===== src/rtl/lrudp_pkg.sv =====
package lrudp_pkg;

  // Fixed field widths of the stream payloads
  localparam int MODE_W  = 2;
  localparam int PID_W   = 4;
  localparam int SIZE_W  = 8;
  localparam int PAGE_W  = 6;
  localparam int STAT_W  = 3;
  localparam int FIDX_W  = 4;
  localparam int EPID_W  = 4;
  localparam int EPAGE_W = 6;
  localparam int ESLOT_W = 6;
  localparam int FREE_W  = 5;
  localparam int LIMIT_W = 8;

  localparam int S_TDATA_W = 24;
  localparam int M_TDATA_W = 32;

  localparam logic [LIMIT_W-1:0] SIZE_LIMIT_RST = 8'd100;

  typedef enum logic [1:0] {
    MODE_ADD  = 2'd0,
    MODE_CALL = 2'd1,
    MODE_DEL  = 2'd2,
    MODE_NONE = 2'd3
  } mode_e;

  typedef enum logic [2:0] {
    ST_DONE      = 3'd0,
    ST_LOADED    = 3'd1,
    ST_EVICTED   = 3'd2,
    ST_NO_PROC   = 3'd3,
    ST_NO_PAGE   = 3'd4,
    ST_EXISTS    = 3'd5,
    ST_SWAP_FULL = 3'd6,
    ST_BAD_SIZE  = 3'd7
  } status_e;

  typedef enum logic [1:0] {
    LOC_NONE = 2'd0,
    LOC_RAM  = 2'd1,
    LOC_SWAP = 2'd2
  } loc_e;

  typedef enum logic [3:0] {
    OP_NOP,
    OP_LOAD,
    OP_PAGES,
    OP_ADD_PLACE,
    OP_ADD_EVICT,
    OP_ADD_SWAP,
    OP_ADD_FIN,
    OP_RD_CALL,
    OP_RD_DEL,
    OP_HIT,
    OP_CALL_FREE,
    OP_CALL_EVICT,
    OP_CALL_PLACE,
    OP_DEL_REL,
    OP_DEL_FIN,
    OP_OUT
  } dp_op_e;

  typedef enum logic [3:0] {
    S_IDLE,
    S_DECODE,
    S_ADD_SIZE,
    S_ADD_LOOP,
    S_ADD_FIN,
    S_CALL_WAIT,
    S_CALL_PLACE,
    S_DEL_RD,
    S_DEL_REL,
    S_DEL_FIN,
    S_FINISH
  } ctrl_state_e;

  typedef struct packed {
    dp_op_e  op;
    logic    st_we;
    status_e st;
  } dp_cmd_t;

  typedef struct packed {
    mode_e mode;
    logic  bad_pid;
    logic  present;
    logic  bad_page;
    logic  bad_size;
    logic  swap_short;
    logic  frame_avail;
    logic  evicted;
    logic  add_last;
    logic  del_last;
    logic  rd_ram;
    logic  out_busy;
  } dp_stat_t;

endpackage


===== src/rtl/lrudp_ctrl.sv =====
module lrudp_ctrl
  import lrudp_pkg::*;
(
  input  logic     clk_i,
  input  logic     rst_ni,
  input  logic     s_valid_i,
  output logic     s_ready_o,
  input  dp_stat_t stat_i,
  output dp_cmd_t  cmd_o
);

  ctrl_state_e state_q, state_d;

  always_ff @(posedge clk_i or negedge rst_ni) begin
    if (!rst_ni) begin
      state_q <= S_IDLE;
    end else begin
      state_q <= state_d;
    end
  end

  always_comb begin
    state_d   = state_q;
    cmd_o     = '{op: OP_NOP, st_we: 1'b0, st: ST_DONE};
    s_ready_o = (state_q == S_IDLE);
    case (state_q)
      S_IDLE: begin
        if (s_valid_i) begin
          cmd_o.op = OP_LOAD;
          state_d  = S_DECODE;
        end
      end
      S_DECODE: begin
        if (stat_i.mode == MODE_NONE) begin
          state_d = S_FINISH;
        end else if (stat_i.bad_pid) begin
          cmd_o.st_we = 1'b1;
          cmd_o.st    = ST_NO_PROC;
          state_d     = S_FINISH;
        end else begin
          case (stat_i.mode)
            MODE_ADD: begin
              if (stat_i.present) begin
                cmd_o.st_we = 1'b1;
                cmd_o.st    = ST_EXISTS;
                state_d     = S_FINISH;
              end else begin
                cmd_o.op = OP_PAGES;
                state_d  = S_ADD_SIZE;
              end
            end
            MODE_CALL: begin
              if (!stat_i.present) begin
                cmd_o.st_we = 1'b1;
                cmd_o.st    = ST_NO_PROC;
                state_d     = S_FINISH;
              end else if (stat_i.bad_page) begin
                cmd_o.st_we = 1'b1;
                cmd_o.st    = ST_NO_PAGE;
                state_d     = S_FINISH;
              end else begin
                cmd_o.op = OP_RD_CALL;
                state_d  = S_CALL_WAIT;
              end
            end
            MODE_DEL: begin
              if (!stat_i.present) begin
                cmd_o.st_we = 1'b1;
                cmd_o.st    = ST_NO_PROC;
                state_d     = S_FINISH;
              end else begin
                state_d = S_DEL_RD;
              end
            end
            default: state_d = S_FINISH;
          endcase
        end
      end
      S_ADD_SIZE: begin
        if (stat_i.bad_size) begin
          cmd_o.st_we = 1'b1;
          cmd_o.st    = ST_BAD_SIZE;
          state_d     = S_FINISH;
        end else if (stat_i.swap_short) begin
          cmd_o.st_we = 1'b1;
          cmd_o.st    = ST_SWAP_FULL;
          state_d     = S_FINISH;
        end else begin
          state_d = S_ADD_LOOP;
        end
      end
      S_ADD_LOOP: begin
        if (stat_i.frame_avail) begin
          cmd_o.op = OP_ADD_PLACE;
          if (stat_i.add_last) state_d = S_ADD_FIN;
        end else if (!stat_i.evicted) begin
          // frees exactly one frame, filled on the next pass
          cmd_o.op = OP_ADD_EVICT;
        end else begin
          cmd_o.op = OP_ADD_SWAP;
          if (stat_i.add_last) state_d = S_ADD_FIN;
        end
      end
      S_ADD_FIN: begin
        cmd_o.op = OP_ADD_FIN;
        state_d  = S_FINISH;
      end
      S_CALL_WAIT: begin
        if (stat_i.rd_ram) begin
          cmd_o.op = OP_HIT;
          state_d  = S_FINISH;
        end else if (stat_i.frame_avail) begin
          cmd_o.op    = OP_CALL_FREE;
          cmd_o.st_we = 1'b1;
          cmd_o.st    = ST_LOADED;
          state_d     = S_FINISH;
        end else begin
          cmd_o.op    = OP_CALL_EVICT;
          cmd_o.st_we = 1'b1;
          cmd_o.st    = ST_EVICTED;
          state_d     = S_CALL_PLACE;
        end
      end
      S_CALL_PLACE: begin
        cmd_o.op = OP_CALL_PLACE;
        state_d  = S_FINISH;
      end
      S_DEL_RD: begin
        cmd_o.op = OP_RD_DEL;
        state_d  = S_DEL_REL;
      end
      S_DEL_REL: begin
        cmd_o.op = OP_DEL_REL;
        state_d  = stat_i.del_last ? S_DEL_FIN : S_DEL_RD;
      end
      S_DEL_FIN: begin
        cmd_o.op = OP_DEL_FIN;
        state_d  = S_FINISH;
      end
      S_FINISH: begin
        if (!stat_i.out_busy) begin
          cmd_o.op = OP_OUT;
          state_d  = S_IDLE;
        end
      end
      default: state_d = S_IDLE;
    endcase
  end

endmodule


===== config.mk =====
export PLATFORM = sky130hd
export DESIGN_NAME = lrudp_ctrl
export DESIGN_NICKNAME = d
export VERILOG_FILES = /design/src/rtl/lrudp_pkg.sv /design/src/rtl/lrudp_ctrl.sv
export SDC_FILE = /design/constraint.sdc
export NUM_CORES = 1
export LEC_CHECK = 0
export BUFFER_PORTS_ARGS = -buffer_cell sky130_fd_sc_hd__buf_2
export CORE_AREA = 2 2 41 43
export DETAILED_ROUTE_END_ITERATION = 8
export DIE_AREA = 0 0 43 45
export HOLD_SLACK_MARGIN = 0.15
export PLACE_DENSITY_LB_ADDON = 0.25
export SETUP_SLACK_MARGIN = 0.3
export SLEW_MARGIN = 20
export SYNTH_ARGS = -nofsm -noshare
export SYNTH_HDL_FRONTEND = slang
export SYNTH_SLANG_ARGS = --single-unit

===== constraint.sdc =====
create_clock -name clk_i -period 3.01 [get_ports clk_i]
set_input_delay 0.1505 -clock clk_i [delete_from_list [all_inputs] [get_ports clk_i]]
set_output_delay 0.1505 -clock clk_i [all_outputs]
set_load 0.01 [all_outputs]

==> run metrics <==
f_max=0.463 GHz; max-cap violation count=0; crit path DAT=2.01 ns; Top Registers=state_q (4); met2 Use GR=37.3%; TritonCTS clock tree=built; synth warn=0; row cnt=14; maximum fanout along the worst path=20; GR Util met1=27.9%; DRC errors left=0; largest net degree at the start of global routing=21; Final Wtd Congestion=0.916; CTS Root Cell=clkbuf_4; CP Launch Type=register; DIE WIDTH=43 um; Top-Level Pins=25; Buffers on Ports=24; Clock Latency Late Sink=0.24 ns; Cell variety after synth=40; total CTS buffers=3; status=complete, no violations; Worst Tran Pin Value=0.603 ns; core area=0.00147 sq mm; Syn Nets=121; synthesized area=716 sq um; Required @ worst endpoint=2.86 ns; Clock transition at path regs=0.04 ns; first-pass GRT wire length=3280 um; Setup Crit Path Kind=register to output pin; gr ovfl total=0; hold crit path type=input port to asynchronous set/reset pin; met3 GRT Util=7.20%; Die ar.=0.00194 sq mm; #FFs+latches synth=4; final core occ=57.1%; initial antenna violation count=0; area taken by multi-input logic gates=549 sq um; First DRT Iteration DRCs=26; critical path capture point type=output pin; Inserted Diodes=0; die extent in y=45 um; largest reg by FF count=state_q; max FFs per register=4; GR Util All Layers=22.2%; Hold Vio Cnt, Final=0; DRT Pass-1 Iters=4; routed vias=863; Fillers=153; Setup Viol. Count Final=0; Max Slew Vio Count=0; Tot Pwr=0.000737 W; Max H-tree Level=1; share of cells above drive strength 1=25.8%; Final ANT Viol Nets=0; Max Root-Sink Buffers=2; RSZ-0062 raised after global routing=false; Slew HR=59.8%; Pleak=0.379 nW; Area growth syn-to-layout=17.5%; TritonCTS Sinks=4; fin crit period=2.16 ns; gr busiest metal=met2; HPWL after detailed placement=1520 um; P per Cell Area=877 mW/mm^2; Starting Density=48.6%; Syn Inst Count=105; Setup TNS=0 ns; Avg Cell Area, Syn=6.82 sq um; fin nets=142; drt via density=6.16; Fin Clk Skew=0.00120 ns; Register Area=100 sq um; WL/cell=14.1 um; post-route clock period utilization=71.8%; sequential share of the synthesized area=14.0%; vias in the first global route=761; worst vdd ir=0.627 mV; final wirelength=1980 um
placed cells by master (no fill, tap or decap), types with 2 or more instances in the layout:
cell / synthesis / final
clkbuf_4: 0 / 3
inv_1: 4 / 4
o31ai_1: 2 / 2
o21a_1: 2 / 2
nor2b_1: 2 / 2
nand3_1: 5 / 5
dfrtp_1: 4 / 4
o21ai_0: 13 / 13
a21oi_1: 7 / 7
nor3_1: 4 / 4
a221o_1: 2 / 2
nand2b_1: 7 / 7
buf_2: 4 / 24
nor2_1: 9 / 9
o211ai_1: 6 / 6
nand2_1: 6 / 6
a21o_1: 2 / 2
path summary, 6_finish.rpt:
check	startpoint	to	slack, ns	cells after the start
worst min-delay path	rst_ni	state_q[1]	0.24	2
worst max register to register	state_q[1]	state_q[2]	1.38	4
worst max-delay path	state_q[0]	cmd_o[4]	0.85	5
max in group asynchronous	rst_ni	state_q[3]	2.65	2
min in group clk_i	stat_i[7]	state_q[3]	0.32	3
worst min register to register	state_q[1]	state_q[1]	0.90	1
report_power, final:
| group | total [W] | switching, W | leakage, nW | internal (W) |
|---|---|---|---|---|
| sequential | 0.000182 | 0.000105 | 0.0496 | 0.0000769 |
| clock | 0.0000676 | 0.0000230 | 0.0138 | 0.0000447 |
| combinational | 0.000488 | 0.000267 | 0.315 | 0.000221 |
| total | 0.000737 | 0.000395 | 0.379 | 0.000342 |
cell usage after synthesis:
master / n / area [sq um]
nor2_1: 9 / 33.8
a21o_1: 2 / 15.0
or3_1: 1 / 6.26
clkbuf_2: 1 / 5.00
inv_1: 4 / 15.0
nand3b_1: 1 / 7.51
nand2_1: 6 / 22.5
or4_4: 1 / 11.3
a32o_1: 1 / 10.0
nor3_1: 4 / 20.0
and2_1: 1 / 6.26
nand4_1: 1 / 6.26
buf_4: 2 / 15.0
clkbuf_1: 2 / 7.51
o221ai_1: 1 / 8.76
o31a_1: 1 / 8.76
nand2b_4: 1 / 13.8
inv_2: 1 / 3.75
nor4b_4: 1 / 23.8
nor2b_1: 2 / 12.5
o32ai_1: 1 / 8.76
o21ai_1: 1 / 5.00
o32a_1: 1 / 10.0
nand3_1: 5 / 25.0
a32oi_1: 1 / 8.76
dfrtp_1: 4 / 100
o21ai_0: 13 / 65.1
buf_2: 4 / 20.0
nor2_2: 1 / 6.26
nor4b_1: 1 / 8.76
o31ai_1: 2 / 15.0
o21a_1: 2 / 15.0
o211ai_1: 6 / 45.0
and3_1: 1 / 6.26
and3b_1: 1 / 8.76
o22ai_1: 1 / 6.26
a21oi_1: 7 / 35.0
a221o_1: 2 / 20.0
o311a_1: 1 / 10.0
nand2b_1: 7 / 43.8
per-layer routing:
layer  vias to the layer above  wire [um]
met5                         -          0
li1                        432          -
met1                       385        861
met4                         0          0
met2                        46        950
met3                         0        166
kinds of logic after synthesis:
group,Yosys count,share of synthesized area (%)
buffers and inverters,14,9.26
AOI/OAI and AO/OA,43,40.0
DFF,4,14.0
and+or+nand+nor,44,36.7
repair_timing:
| item | 4_1_cts | 5_1_grt |
|---|---|---|
| buffers inserted | 0 | 0 |
| gates resized for setup | 0 | 0 |
| endpoints found under the hold margin | 4 | 0 |
| hold buffers | 1 | 0 |
per-stage QoR:
| step | setup WS [ns] | hold slack (ns) | cells | cell area [sq um] |
|---|---|---|---|---|
| after CTS | 0.883 | 0.246 | 140 | 841 |
| after global placement | 1.19 | -0.0446 | 136 | 808 |
| after detailed placement | 1.14 | -0.0435 | 136 | 808 |
| final | 0.850 | 0.244 | 140 | 841 |
| after floorplan | 1.46 | -0.145 | 105 | 716 |
| after global routing | 0.697 | 0.251 | 140 | 841 |
layout make-up:
class / instances / area share (%)
repair buffers: 25 / 15.5
multi-input cells: 87 / 65.3
flip-flops and latches: 4 / 11.9
clock buffers: 3 / 2.68
inverters: 5 / 2.23
well taps: 16 / 2.38
worst max-delay path, stage by stage, from the launching register on:
cell and delay [ns]:
dfrtp_1 0.72, nor4b_4 0.46, nand3_1 0.12, o21ai_1 0.20
a221o_1 0.14, buf_2 0.13
No activity file was read; power rests on OpenSTA's default activity.
